**src/sv/ncr_pkg.sv**
```systemverilog
// Shared types and constants for the Niggli cell reduction unit.
`default_nettype none
package ncr_pkg;

  localparam int COORD_WIDTH_DEF = 32;
  localparam int CFG_IDX_W = 8;
  localparam logic [31:0] TOL_RESET = 32'd42950;
  localparam logic [15:0] MAXP_RESET = 16'd1000;

  localparam logic [CFG_IDX_W-1:0] REG_TOLERANCE = 8'd0;
  localparam logic [CFG_IDX_W-1:0] REG_MAX_PASSES = 8'd1;

  localparam logic [1:0] ST_REDUCED = 2'd0;
  localparam logic [1:0] ST_LIMIT = 2'd1;
  localparam logic [1:0] ST_OVF = 2'd2;

  // Krivy-Gruber step, numbered from zero
  typedef enum logic [2:0] {
    STP_1 = 3'd0, STP_2 = 3'd1, STP_3 = 3'd2, STP_4 = 3'd3,
    STP_5 = 3'd4, STP_6 = 3'd5, STP_7 = 3'd6, STP_8 = 3'd7
  } step_t;

  // metric term order: A, B, C, xi, eta, zeta
  localparam int NTERM = 6;
  localparam logic [1:0] TERM_U [NTERM] = '{2'd0, 2'd1, 2'd2, 2'd1, 2'd0, 2'd0};
  localparam logic [1:0] TERM_V [NTERM] = '{2'd0, 2'd1, 2'd2, 2'd2, 2'd2, 2'd1};

  // fixed step matrices, entry [i*3+j]: new vector j += t * old vector i
  localparam logic signed [1:0] MAT_STEP1 [9] = '{2'sd0, -2'sd1, 2'sd0, -2'sd1, 2'sd0,
                                                  2'sd0, 2'sd0, 2'sd0, -2'sd1};
  localparam logic signed [1:0] MAT_STEP2 [9] = '{-2'sd1, 2'sd0, 2'sd0, 2'sd0, 2'sd0,
                                                  -2'sd1, 2'sd0, -2'sd1, 2'sd0};
  localparam logic signed [1:0] MAT_STEP8 [9] = '{2'sd1, 2'sd0, 2'sd1, 2'sd0, 2'sd1,
                                                  2'sd1, 2'sd0, 2'sd0, 2'sd1};

  typedef struct packed {
    logic       load;
    logic       mac_issue;
    logic [2:0] mac_term;
    logic [1:0] mac_comp;
    logic       apply;
    step_t      step;
    logic       conv;
  } ncr_cmd_t;

  typedef struct packed {
    logic fire;
    logic ovf;
  } ncr_sts_t;

endpackage
`default_nettype wire

```
**src/sv/ncr_ctrl.sv**
```systemverilog
// Controller: pass and step sequencing, metric MAC sequencing, handshakes.
`default_nettype none
module ncr_ctrl (
  input  wire logic               clk,
  input  wire logic               rst_n,
  input  wire logic               in_valid,
  output logic                    in_ready,
  output logic                    out_valid,
  input  wire logic               out_ready,
  input  wire logic [15:0]        max_passes,
  output ncr_pkg::ncr_cmd_t       cmd,
  input  wire ncr_pkg::ncr_sts_t  sts
);
  typedef enum logic [4:0] {
    S_IDLE = 5'b00001,
    S_CHK  = 5'b00010,
    S_MET  = 5'b00100,
    S_EVAL = 5'b01000,
    S_OUT  = 5'b10000
  } state_t;

  state_t state_r, state_nxt;
  ncr_pkg::step_t step_r, step_nxt;
  logic [15:0] pass_r, pass_nxt;
  logic [2:0] term_r, term_nxt;
  logic [1:0] comp_r, comp_nxt;
  logic drain_r, drain_nxt;
  logic init_r, init_nxt;
  logic conv_r, conv_nxt;

  logic restart_step, last_issue;
  assign restart_step = (step_r == ncr_pkg::STP_2) || (step_r == ncr_pkg::STP_5) ||
                        (step_r == ncr_pkg::STP_6) || (step_r == ncr_pkg::STP_7) ||
                        (step_r == ncr_pkg::STP_8);
  assign last_issue = (term_r == 3'(ncr_pkg::NTERM - 1)) && (comp_r == 2'd2);

  always_comb begin
    state_nxt = state_r;
    step_nxt = step_r;
    pass_nxt = pass_r;
    term_nxt = term_r;
    comp_nxt = comp_r;
    drain_nxt = drain_r;
    init_nxt = init_r;
    conv_nxt = conv_r;
    unique case (state_r)
      S_IDLE: begin
        if (in_valid) begin
          state_nxt = S_CHK;
          conv_nxt = 1'b0;
          pass_nxt = '0;
          step_nxt = ncr_pkg::STP_1;
        end
      end
      S_CHK: begin
        if (sts.ovf || max_passes == 16'd0) begin
          state_nxt = S_OUT;
        end else begin
          state_nxt = S_MET;
          init_nxt = 1'b1;
          term_nxt = '0;
          comp_nxt = '0;
          drain_nxt = 1'b0;
        end
      end
      S_MET: begin
        if (!drain_r) begin
          if (last_issue) begin
            drain_nxt = 1'b1;
          end else if (comp_r == 2'd2) begin
            comp_nxt = '0;
            term_nxt = term_r + 3'd1;
          end else begin
            comp_nxt = comp_r + 2'd1;
          end
        end else begin
          init_nxt = 1'b0;
          if (init_r) begin
            state_nxt = S_EVAL;
          end else if (sts.ovf) begin
            state_nxt = S_OUT;
          end else if (restart_step) begin
            // pass ended by a restart
            pass_nxt = pass_r + 16'd1;
            step_nxt = ncr_pkg::STP_1;
            state_nxt = ({1'b0, pass_r} + 17'd1 >= {1'b0, max_passes}) ? S_OUT : S_EVAL;
          end else begin
            step_nxt = ncr_pkg::step_t'(step_r + 3'd1);
            state_nxt = S_EVAL;
          end
        end
      end
      S_EVAL: begin
        if (sts.fire) begin
          state_nxt = S_MET;
          term_nxt = '0;
          comp_nxt = '0;
          drain_nxt = 1'b0;
        end else if (step_r == ncr_pkg::STP_8) begin
          conv_nxt = 1'b1;
          state_nxt = S_OUT;
        end else begin
          step_nxt = ncr_pkg::step_t'(step_r + 3'd1);
        end
      end
      S_OUT: begin
        if (out_ready) state_nxt = S_IDLE;
      end
      default: state_nxt = S_IDLE;
    endcase
  end

  always_ff @(posedge clk) begin
    if (!rst_n) begin
      state_r <= S_IDLE;
      step_r <= ncr_pkg::STP_1;
      pass_r <= '0;
      term_r <= '0;
      comp_r <= '0;
      drain_r <= 1'b0;
      init_r <= 1'b0;
      conv_r <= 1'b0;
    end else begin
      state_r <= state_nxt;
      step_r <= step_nxt;
      pass_r <= pass_nxt;
      term_r <= term_nxt;
      comp_r <= comp_nxt;
      drain_r <= drain_nxt;
      init_r <= init_nxt;
      conv_r <= conv_nxt;
    end
  end

  assign in_ready = (state_r == S_IDLE);
  assign out_valid = (state_r == S_OUT);
  assign cmd.load = (state_r == S_IDLE) && in_valid;
  assign cmd.mac_issue = (state_r == S_MET) && !drain_r;
  assign cmd.mac_term = term_r;
  assign cmd.mac_comp = comp_r;
  assign cmd.apply = (state_r == S_EVAL) && sts.fire;
  assign cmd.step = step_r;
  assign cmd.conv = conv_r;

endmodule
`default_nettype wire
```
**config.mk**
```make
export PLATFORM = sky130hd
export DESIGN_NAME = ncr_ctrl
export DESIGN_NICKNAME = d
export VERILOG_FILES = /design/src/sv/ncr_pkg.sv /design/src/sv/ncr_ctrl.sv
export SDC_FILE = /design/constraint.sdc
export NUM_CORES = 1
export LEC_CHECK = 0
export ABC_AREA = 0
export BUFFER_PORTS_ARGS = -buffer_cell sky130_fd_sc_hd__buf_2
export CAP_MARGIN = 20
export CELL_PAD_IN_SITES_DETAIL_PLACEMENT = 2
export CELL_PAD_IN_SITES_GLOBAL_PLACEMENT = 2
export CORE_ASPECT_RATIO = 1.4
export CORE_UTILIZATION = 34
export CTS_BUF_LIST = sky130_fd_sc_hd__clkbuf_4 sky130_fd_sc_hd__clkbuf_8
export CTS_CLUSTER_SIZE = 30
export DETAILED_ROUTE_END_ITERATION = 16
export PLACE_DENSITY_LB_ADDON = 0.1
export SKIP_LAST_GASP = 1
export SYNTH_ARGS = -nofsm -noshare
export SYNTH_HDL_FRONTEND = slang
export SYNTH_SLANG_ARGS = --single-unit
```
**constraint.sdc**
```tcl
create_clock -name clk -period 4 [get_ports clk]
set_clock_uncertainty 0.1 [all_clocks]
set_input_delay 0.2 -clock clk [delete_from_list [all_inputs] [get_ports clk]]
set_output_delay 0.2 -clock clk [all_outputs]
set_load 0.01 [all_outputs]
```
==> qor.yml, run 1 <==
grt_pass1_vias: 2570
grt_overflow: 0
drv_cap: 0
routedLengthMet1_um: 3190
grt_pass1_wl_um: 12400
grt_usage: 0.218
required_ns: 4.07
period_minus_slack_ns: 3.33
max_slew_margin: 0.424
first_pass_iters: 4
ys_seq_area_frac: 0.262
die_h_um: 102
p_leak_nw: 1.26
worst_slew_pin_slew_ns: 0.858
cts.repair.resized: 0
min_from: "rst_n"
synth_area_um2: 2450
fmax_mhz: 300
top_layer_used: "met4"
cp_max_fo: 8
pwr-share-clk: 0.319
internal_power_uw: 699
synth.top_cell.area_share: 0.262
fp.coreArea_um2: 6980
r2r_end: "state_r[4]"
wl_met2_um: 3980
io_buffers: 35
crit-reg2reg-launch: "pass_r[0]"
cts_tree: "yes"
synth_fp_nets: 365
post_cts_buffers: 0
crit_type: "reg -> reg"
cts_max_level: 2
worst_ep_arrival_time_ns: 3.40
p_sw_frac: 0.369
hold_viol_final: 0
hold_path_end: "state_r[0]"
reg2regPathDepth: 13
power_switching_uw: 409
syn_area_per_cell_um2: 7.60
clk_pin_slew_worst_paths_ns: 0.08
yosys.area.top_type: "dfxtp_1"
rsz0062_at_grt: "no"
end_kind: "flop"
die_w_um: 73.7
synth-seq-cells: 32
finalMaxSlewViolations: 0
outcome: "finished, final reports clean"
finalNetCount: 395
hold_buffers: 0
die-area_um2: 7540
finalSetupViolCount: 0
ant_nets: 0
dp.final_hpwl_um: 5950
cts_sinks: 32
min_path_type: "in -> reg"
diodes: 0
wirelength_um: 7560
synth_area_leaders: "dfxtp_1, ha_1, a21oi_1"
viasPerCell: 5.49
synth_enable_flop_cells: 0
cts_buffers: 5
via_count: 2459
dr_wl_met3_um: 204
synth_cells: 322
ios: 36
async_flop_share: 0
layout-drive-gt1-share: 0.156
drtIter0Drc: 63
power_density_nw_per_um2: 397
crit_path_start_kind: "flop"
total_power_mw: 1.11
gp_congestion: 0.765
area_growth_pct: 14.1
start_util: 0.350
synth_cell_type_count: 54
synth-main-ff-cell: "dfxtp_1"
std_cell_rows: 36
cts-root-buf: "clkbuf_8"
cts_buffer_depth: 2
grt_max_degree: 28
peakVddDrop_mv: 0.294
antenna_found_initial: 0
holdPathStages: 2
tns_ns: 0
r2r_slack_ns: 0.67
ys_warn_count: 0
period_share: 0.833
clock_latency_ns: 0.29
drc_errors: 0
p_seq_frac: 0.335
power_frac_comb: 0.347
avgRoutedWirePerCell_um: 16.9
[placed cells by master (no fill, tap or decap), types with 2 or more instances in the layout]
master,n
ha_1,21
a31oi_1,4
a21oi_1,34
dfxtp_1,32
nand2_1,22
nor4_1,5
nand4_1,6
a211oi_1,3
o31ai_1,3
o21ai_1,8
a22oi_1,2
clkbuf_8,7
and3_1,8
o21ai_0,12
or3_4,2
nor2_1,37
a21o_1,3
or3_1,11
nor2b_1,4
buf_4,2
xnor2_1,9
nand3b_1,7
inv_1,22
nand3_1,10
buf_2,35
nand2b_1,4
nor3_1,8
xor2_1,7
[worst max-delay path by stage]
stage / from / end / cells past startpoint
after global placement: pass_r[0] / state_r[3] / 12
final: pass_r[0] / state_r[4] / 13
after detailed placement: pass_r[0] / state_r[4] / 13
after CTS: pass_r[0] / state_r[4] / 13
after global routing: pass_r[0] / state_r[4] / 13
after floorplan: pass_r[0] / state_r[3] / 13
[per-layer routing]
layer | vias to the layer above | GRT usage
met5 | - | 0
met4 | 0 | 0.0828
met3 | 10 | 0.0286
met2 | 42 | 0.420
met1 | 1201 | 0.234
li1 | 1206 | -
[synthesized netlist by cell type (all sizes together) (2+ instances only)]
cell	number
a211oi	3
a21o	3
a21oi	35
a22oi	2
a31oi	4
and3	8
buf	11
clkbuf	3
dfxtp	32
ha	21
inv	22
nand2	22
nand2b	4
nand3	10
nand3b	7
nand4	7
nor2	38
nor2b	4
nor3	9
nor4	5
o211ai	2
o21ai	20
o22ai	2
o31ai	3
or2	2
or3	13
xnor2	9
xor2	7
[power by group through the flow]
| stage | sequential, mW | clock, mW | combinational (mW) |
|---|---|---|---|
| after detailed placement | 0.378 | 0 | 0.392 |
| after CTS | 0.371 | 0.370 | 0.394 |
| after floorplan | 0.352 | 0 | 0.333 |
| final | 0.371 | 0.353 | 0.384 |
| after global routing | 0.374 | 0.380 | 0.433 |
| after global placement | 0.377 | 0 | 0.383 |
[per-stage QoR]
step            util  area [µm²]  cells  hold WS (ns)  setup WS (ns)
2_1_floorplan      -        2450    322         0.323           1.13
3_3_place_gp   0.382        2670    440         0.377          0.822
3_5_place_dp   0.382        2670    440         0.398          0.684
4_1_cts        0.400        2790    448        0.0881          0.653
5_1_grt        0.400        2790    448         0.105          0.319
6_report       0.400        2790    448        0.0836          0.669
[registers in the layout (all words and copies together) (netlist names)]
register / cells
term_r: 3
conv_r: 1
comp_r: 2
state_r: 5
drain_r: 1
pass_r: 16
init_r: 1
step_r: 3
[critical path: stages, from the launching register on]
cell and delay [ns]:
dfxtp_1 0.43, ha_1 0.26, and3_1 0.23, and3_1 0.26
and3_1 0.38, nand3_1 0.16, xnor2_1 0.16, ha_1 0.29
nand3_1 0.11, nor2_1 0.07, a32oi_1 0.20, nand2_1 0.11
a311oi_1 0.31, o21ai_0 0.15
[area by class of cell]
class                           count  area, µm²
Clock buffer                        7       96.3
Clock inverter                      1       30.0
Fill cell                         846       4190
Inverter                           23       86.3
Multi-Input combinational cell    253       1630
Sequential cell                    32        641
Tap cell                           95        119
Timing Repair Buffer               37        190
[logic make-up after synthesis]
logic type | after synthesis | synth area share
and+or+nand+nor | 134 | 0.292
AOI/OAI and AO/OA | 81 | 0.206
buffers and inverters | 37 | 0.0721
DFF | 32 | 0.262
adders and majority gates | 21 | 0.107
xor gates and xnor gates | 16 | 0.0573
muxes | 1 | 0.00409
Power figures use the tool's default switching activity.
==> run 2, diff against run 1 <==
--- a/config.mk
+++ b/config.mk
@@ -5,13 +5,13 @@
 export SDC_FILE = /design/constraint.sdc
 export NUM_CORES = 1
 export LEC_CHECK = 0
-export ABC_AREA = 0
+export ABC_AREA = 1
 export BUFFER_PORTS_ARGS = -buffer_cell sky130_fd_sc_hd__buf_2
 export CAP_MARGIN = 20
 export CELL_PAD_IN_SITES_DETAIL_PLACEMENT = 2
 export CELL_PAD_IN_SITES_GLOBAL_PLACEMENT = 2
 export CORE_ASPECT_RATIO = 1.4
-export CORE_UTILIZATION = 34
+export CORE_UTILIZATION = 30
 export CTS_BUF_LIST = sky130_fd_sc_hd__clkbuf_4 sky130_fd_sc_hd__clkbuf_8
 export CTS_CLUSTER_SIZE = 30
 export DETAILED_ROUTE_END_ITERATION = 16
==> constraint.sdc (replaced) <==
create_clock -name clk -period 2.8 [get_ports clk]
set_clock_uncertainty 0.1 [all_clocks]
set_input_delay 0.14 -clock clk [delete_from_list [all_inputs] [get_ports clk]]
set_output_delay 0.14 -clock clk [all_outputs]
set_load 0.01 [all_outputs]
==> run 2 against run 1 <==
The run now ends with design-rule violations, negative setup slack left; utilization down 0.56 points; sequential share of layout area down 1.7 points; first-iteration DRC count down 21%; area after synthesis down 3.0%; final area up 8.8%; count of clock-buffer cells in the layout unchanged; clock power up 16%; sequential power up 35%; hold slack worse by 0.070 ns; largest power group is now sequential cells; highest routed layer unchanged.
==> qor.yml, run 2 <==
antenna_found_initial: 0  # unchanged
dp.final_hpwl_um: 5760  # -3.2%
cp_max_fo: 4  # -4
tns_ns: -0.0244  # -0.0244 ns
grt_max_degree: 24  # -14%
violations: "design-rule violations, negative setup slack"
first_pass_iters: 10  # +6
critical_path.cell_chain: "ha_1 > nand2_1 > nor2_2 > nand2_2 > nor3_4 > xor2_1 > inv_1 > ha_4 > nand2_4 > nor2_4 > nand3b_1 > o21ai_1 > a21oi_1 > nand2_1 > nand2_1 > nand2_2 > nand2_1 > a21boi_1 > nor3_1"
period_share: 1.01  # +0.176
cts_buffers: 5  # unchanged
peakVddDrop_mv: 0.214  # -27%
worst_ep_arrival_time_ns: 2.86  # -0.54 ns
power_density_nw_per_um2: 402  # +1.2%
reg_top3: "pass_r: 16 flops, state_r: 5 flops"
start_util: 0.308  # -0.0422
cts_tree: "yes"
synth-main-ff-cell: "dfxtp_1"
finalMaxSlewViolations: 0  # unchanged
synth_area_leaders: "dfxtp_1, ha_1, nand2_1"
die-area_um2: 8280  # +9.7%
hold_buffers: 0  # unchanged
grt_pass1_vias: 2700  # +5.1%
synth_cell_type_count: 39  # -28%
io_buffers: 35  # unchanged
final_common_cell: "nand2_1"
die_w_um: 77.2  # +4.7%
viasPerCell: 4.84  # -12%
setup_ws_ns: -0.0244  # -0.693 ns
cts-root-buf: "clkbuf_8"
yosysMostFrequentCell: "nand2_1"
synth_area_um2: 2370  # -3.0%
hold_viol_final: 0  # unchanged
crit_path_start_kind: "flop"
r2r_slack_ns: -0.02  # -0.69 ns
p_leak_nw: 1.52  # +21%
ys_warn_count: 0  # unchanged
pre_cts_slack_ns: -0.198  # -0.882 ns
area_growth_pct: 27.9
die_h_um: 107  # +4.8%
cpMostUsedCell: "nand2_1"
outcome: "finished with violations"
clk_pin_slew_worst_paths_ns: 0.07  # about the same
path_buf_inv: 1  # +1
diodes: 0  # unchanged
synth_cells: 333  # +3.4%
largest_register_ffs: 16  # unchanged
rsz0062_at_grt: "yes"
cts_buffer_depth: 2  # unchanged
period_minus_slack_ns: 2.82  # -0.507 ns
design_area_um2: 3040  # +8.8%
total_power_mw: 1.22  # +10%
drtIter0Drc: 50  # -21%
ios: 36  # unchanged
synthTopCellsByCount: "nand2_1, inv_1, nor2_1"
layout_common_cells: "nand2_1, inv_1, nor2_1"
via_count: 2385  # -3.0%
min_path_type: "in -> reg"
regMostFlops: "pass_r"
grt_usage: 0.197  # -0.0208
grt_overflow: 0  # unchanged
layout-drive-gt1-share: 0.303  # +0.147
nFillCells: 937  # +11%
yosys.area.top_type: "dfxtp_1"
gp_congestion: 0.830  # +8.5%
fmax_mhz: 354  # +18%
crit_family: "simple AND/OR/NAND/NOR gates"
drc_errors: 1  # +1
max_stage_delay_ns: 0.36  # -0.07 ns
grt_pass1_wl_um: 12800  # +2.8%
synth.top_cell.area_share: 0.270  # +0.00801
synth-seq-cells: 32  # unchanged
finalSetupViolCount: 1  # +1
async_flop_share: 0  # unchanged
final_core_util: 0.394  # -0.00557
avgRoutedWirePerCell_um: 15.3  # -9.3%
synth_enable_flop_cells: 0  # unchanged
std_cell_rows: 38  # +5.6%
required_ns: 2.84  # -1.23 ns
max_slew_margin: 0.370  # -0.0539
placedInstanceArea_um2: 2740  # +2.7%
wirelength_um: 7550  # -0.15%
finalNetCount: 436  # +10%
crit_type: "reg -> reg"
ant_nets: 0  # unchanged
worst_slew_pin_slew_ns: 0.944  # +0.0852 ns
fp.coreArea_um2: 7700  # +10%
synth_fp_nets: 376  # +3.0%
clock_latency_ns: 0.29  # about the same
end_kind: "flop"
cts_sinks: 32  # unchanged
worst_path_max_delay_cell: "dfxtp_2"
ys_seq_area_frac: 0.270  # +0.00801
cts_max_level: 2  # unchanged
drv_cap: 0  # unchanged
syn_area_per_cell_um2: 7.13  # -6.2%
## run 2: stage by stage
stage          std cells  hold WS (ns)
3_3_place_gp         476         0.309
5_1_grt              493        0.0470
2_1_floorplan        333         0.180
6_report             493        0.0132
4_1_cts              491       0.00162
3_5_place_dp         476         0.319
## run 2: worst register-to-register path, delay by kind of cell, from the launching register on
kind	cells	cell delay, ns
AOI/OAI and AO/OA	3	0.32
xor gates and xnor gates	1	0.17
and+or+nand+nor	12	1.17
adders and majority gates	2	0.46
DFF	1	0.36
buffers and inverters	1	0.10
## run 2: power breakdown
part           internal [mW]  switching, mW  total, mW
Combinational          0.102          0.211      0.312
Sequential             0.478         0.0219      0.500
Clock                  0.219          0.188      0.408
## run 2: final timing paths
check             depth (start not counted)         end       from
hold / removal                            3  state_r[1]   in_valid
setup / recovery                         19  state_r[3]  pass_r[0]
setup reg to reg                         19  state_r[3]  pass_r[0]
hold reg to reg                           2      conv_r     conv_r
## run 2: cell type report
class                   instances  area, µm²  area share
clock buffers                   7       96.3      0.0317
well taps                     100        125      0.0412
repair buffers                 59        359       0.118
multi-input cells             239       1600       0.525
inverters                      56        215      0.0709
flip-flops and latches         32        646       0.213
## run 2: per-layer routing
| metal | global-route usage | wire length, µm |
|---|---|---|
| met2 | 0.405 | 4320 |
| met1 | 0.199 | 2990 |
| met5 | 0 | 0 |
| met4 | 0.0606 | 99 |
| met3 | 0.0238 | 134 |
## run 2: cell families after synthesis
family | count (synthesis) | share of synthesized area
xor+xnor | 15 | 0.0554
fa+ha+maj | 21 | 0.111
compound gates | 50 | 0.144
flops | 32 | 0.270
buf+inv | 62 | 0.108
simple gates | 153 | 0.312
## run 2: timing repair
item / 4_1_cts / 5_1_grt
resized for setup: 21 / 10
gates cloned: 0 / 0
setup endpoints to repair: 2 / 2
pin swaps: 12 / 11
setup buffers: 8 / 2
==> run 3, diff against run 2 <==
--- a/config.mk
+++ b/config.mk
@@ -11,8 +11,7 @@
 export CELL_PAD_IN_SITES_DETAIL_PLACEMENT = 2
 export CELL_PAD_IN_SITES_GLOBAL_PLACEMENT = 2
 export CORE_ASPECT_RATIO = 1.4
-export CORE_UTILIZATION = 30
-export CTS_BUF_LIST = sky130_fd_sc_hd__clkbuf_4 sky130_fd_sc_hd__clkbuf_8
+export CORE_UTILIZATION = 29
 export CTS_CLUSTER_SIZE = 30
 export DETAILED_ROUTE_END_ITERATION = 16
 export PLACE_DENSITY_LB_ADDON = 0.1
@@ -20,3 +19,4 @@
 export SYNTH_ARGS = -nofsm -noshare
 export SYNTH_HDL_FRONTEND = slang
 export SYNTH_SLANG_ARGS = --single-unit
+export TNS_END_PERCENT = 10
==> run 3 against run 2 <==
The run ends with negative setup slack left; critical path depth unchanged; register-to-register slack about the same; non-clock buffer count down 2; power down 1.2%; critical endpoint is now state_r[4]; highest routed layer unchanged.
==> qor.yml, run 3 (synthesis gave the netlist of run 2 again) <==
reg_top3: "pass_r: 16 flops, state_r: 5 flops"
p_leak_nw: 1.51  # -0.69%
crit_type: "reg -> reg"
cts_tree: "yes"
required_ns: 2.91  # +0.07 ns
io_buffers: 35  # unchanged
drc_errors: 0  # -1
grt_overflow: 0  # unchanged
violations: "negative setup slack"
hold-worst-slack_ns: 0.0142  # +0.00103 ns
power_frac_comb: 0.255  # about the same
grt_pass1_vias: 2568  # -4.9%
worst_slew_pin_slew_ns: 0.954  # +0.0108 ns
dp.final_hpwl_um: 5490  # -4.7%
cts_buffers: 5  # unchanged
ant_nets: 0  # unchanged
grt_pass1_wl_um: 11900  # -6.9%
diodes: 0  # unchanged
die_h_um: 109  # +1.7%
layout-drive-gt1-share: 0.302  # -0.00101
final_common_cell: "nand2_1"
gp_congestion: 0.737  # -11%
area_growth_pct: 27.6
cts_buffer_depth: 2  # unchanged
rsz0062_at_grt: "yes"
fmax_mhz: 353  # -0.24%
grt_usage: 0.181  # -0.0163
die-area_um2: 8560  # +3.4%
finalSetupViolCount: 2  # +1
p_seq_frac: 0.415  # +0.005
regMostFlops: "pass_r"
cpMostUsedCell: "nand2_1"
drtIter0Drc: 36  # -28%
power_switching_uw: 409  # -2.8%
setup_ws_ns: -0.0312  # -0.00678 ns
clock_latency_ns: 0.29  # about the same
wirelength_um: 6900  # -8.5%
hold_viol_final: 0  # unchanged
start_util: 0.303  # -0.00560
crit_path_start_kind: "flop"
finalNetCount: 434  # -0.46%
drv_cap: 0  # unchanged
pwr-share-clk: 0.330  # -0.004
cp_max_fo: 4  # unchanged
cts_sinks: 32  # unchanged
worst_ep_arrival_time_ns: 2.94  # +0.08 ns
die_w_um: 78.5  # +1.7%
max_stage_delay_ns: 0.37  # about the same
end_kind: "flop"
worst_path_max_delay_cell: "dfxtp_4"
max_slew_margin: 0.363  # -0.00723
antenna_found_initial: 0  # unchanged
outcome: "finished with violations"
hold_buffers: 0  # unchanged
p_sw_frac: 0.340  # -0.00549
ios: 36  # unchanged
clk_pin_slew_worst_paths_ns: 0.07  # about the same
period_minus_slack_ns: 2.83  # +0.00678 ns
internal_power_uw: 796  # -0.38%
crit_family: "simple AND/OR/NAND/NOR gates"
viasPerCell: 4.81  # -0.65%
fp.coreArea_um2: 7850  # +1.9%
finalMaxSlewViolations: 0  # unchanged
final_core_util: 0.386  # -0.00828
first_pass_iters: 4  # -6
min_path_type: "in -> reg"
path_buf_inv: 1  # unchanged
critical_path.cell_chain: "and3_4 > nand3_2 > nand3b_1 > buf_6 > nor2_2 > nand2_2 > xnor2_2 > ha_1 > nand2_1 > nand3b_1 > o21ai_2 > a21oi_2 > nand2_1 > nand2_1 > nand2_1 > nand3_1 > nand2_1 > nand2_1 > a21oi_1"
power_density_nw_per_um2: 398  # -0.92%
std_cell_rows: 38  # unchanged
cts-root-buf: "clkbuf_8"
grt_max_degree: 24  # unchanged
peakVddDrop_mv: 0.167  # -22%
cts_max_level: 2  # unchanged
via_count: 2360  # -1.0%
avgRoutedWirePerCell_um: 14.1  # -8.2%
period_share: 1.01  # +0.00242
largest_register_ffs: 16  # unchanged
layout_common_cells: "nand2_1, inv_1, nor2_1"
-- run 3: cell types whose count changed in the layout (fill, tap and decap cells not counted), sizes merged --
| cell | previous run | this run |
|---|---|---|
| buf | 59 | 57 |
-- run 3: final cells by class --
type	instances	area, µm²
flip-flops and latches	32	646
clock buffers	7	96.3
fillers	962	4820
well taps	100	125
repair buffers	57	344
multi-input cells	239	1600
inverters	56	215
-- run 3: metrics by stage --
stage	total power [mW]	worst slack, ns	instances	area, µm²	setup TNS (ns)
4_1_cts	1.23	-0.0270	491	2990	-0.0403
3_5_place_dp	0.823	-0.186	479	2760	-0.315
2_1_floorplan	0.737	0.161	333	2370	0
5_1_grt	1.28	-0.248	491	3030	-0.468
6_report	1.21	-0.0312	491	3030	-0.0600
3_3_place_gp	0.813	-0.0898	479	2760	-0.121
-- run 3: worst reg2reg max path, stage by stage (launching register included) --
cell	delay (ns)
dfxtp_4	0.37
and3_4	0.19
nand3_2	0.06
nand3b_1	0.24
buf_6	0.18
nor2_2	0.13
nand2_2	0.09
xnor2_2	0.16
ha_1	0.28
nand2_1	0.07
nand3b_1	0.17
o21ai_2	0.13
a21oi_2	0.06
nand2_1	0.09
nand2_1	0.06
nand2_1	0.07
nand3_1	0.07
nand2_1	0.06
nand2_1	0.05
a21oi_1	0.12
-- run 3: per-layer routing --
layer / GRT usage / routed length [µm]
met1: 0.186 / 2830
met2: 0.367 / 3820
met3: 0.0201 / 135
met4: 0.0635 / 112
met5: 0 / 0
-- run 3: final timing paths --
kind              from         end  slack, ns  cells after the start
max          pass_r[0]  state_r[4]      -0.03                     19
min           in_valid  state_r[1]       0.01                      3
max reg2reg  pass_r[0]  state_r[4]      -0.03                     19
min reg2reg     conv_r      conv_r       0.36                      2
-- run 3: power groups by stage --
stage                     Combinational, mW  Clock (mW)  Sequential, mW
final                                 0.308       0.398           0.500
after global routing                  0.348       0.428           0.505
after CTS                             0.315       0.414           0.501
after detailed placement              0.311           0           0.512
after global placement                0.302           0           0.510
after floorplan                       0.225           0           0.511
-- run 3: timing repair --
action | 4_1_cts | 5_1_grt
gates resized for setup | 24 | 8
setup buffers | 5 | 0
endpoints found under the setup margin | 2 | 2
pin swaps | 8 | 2
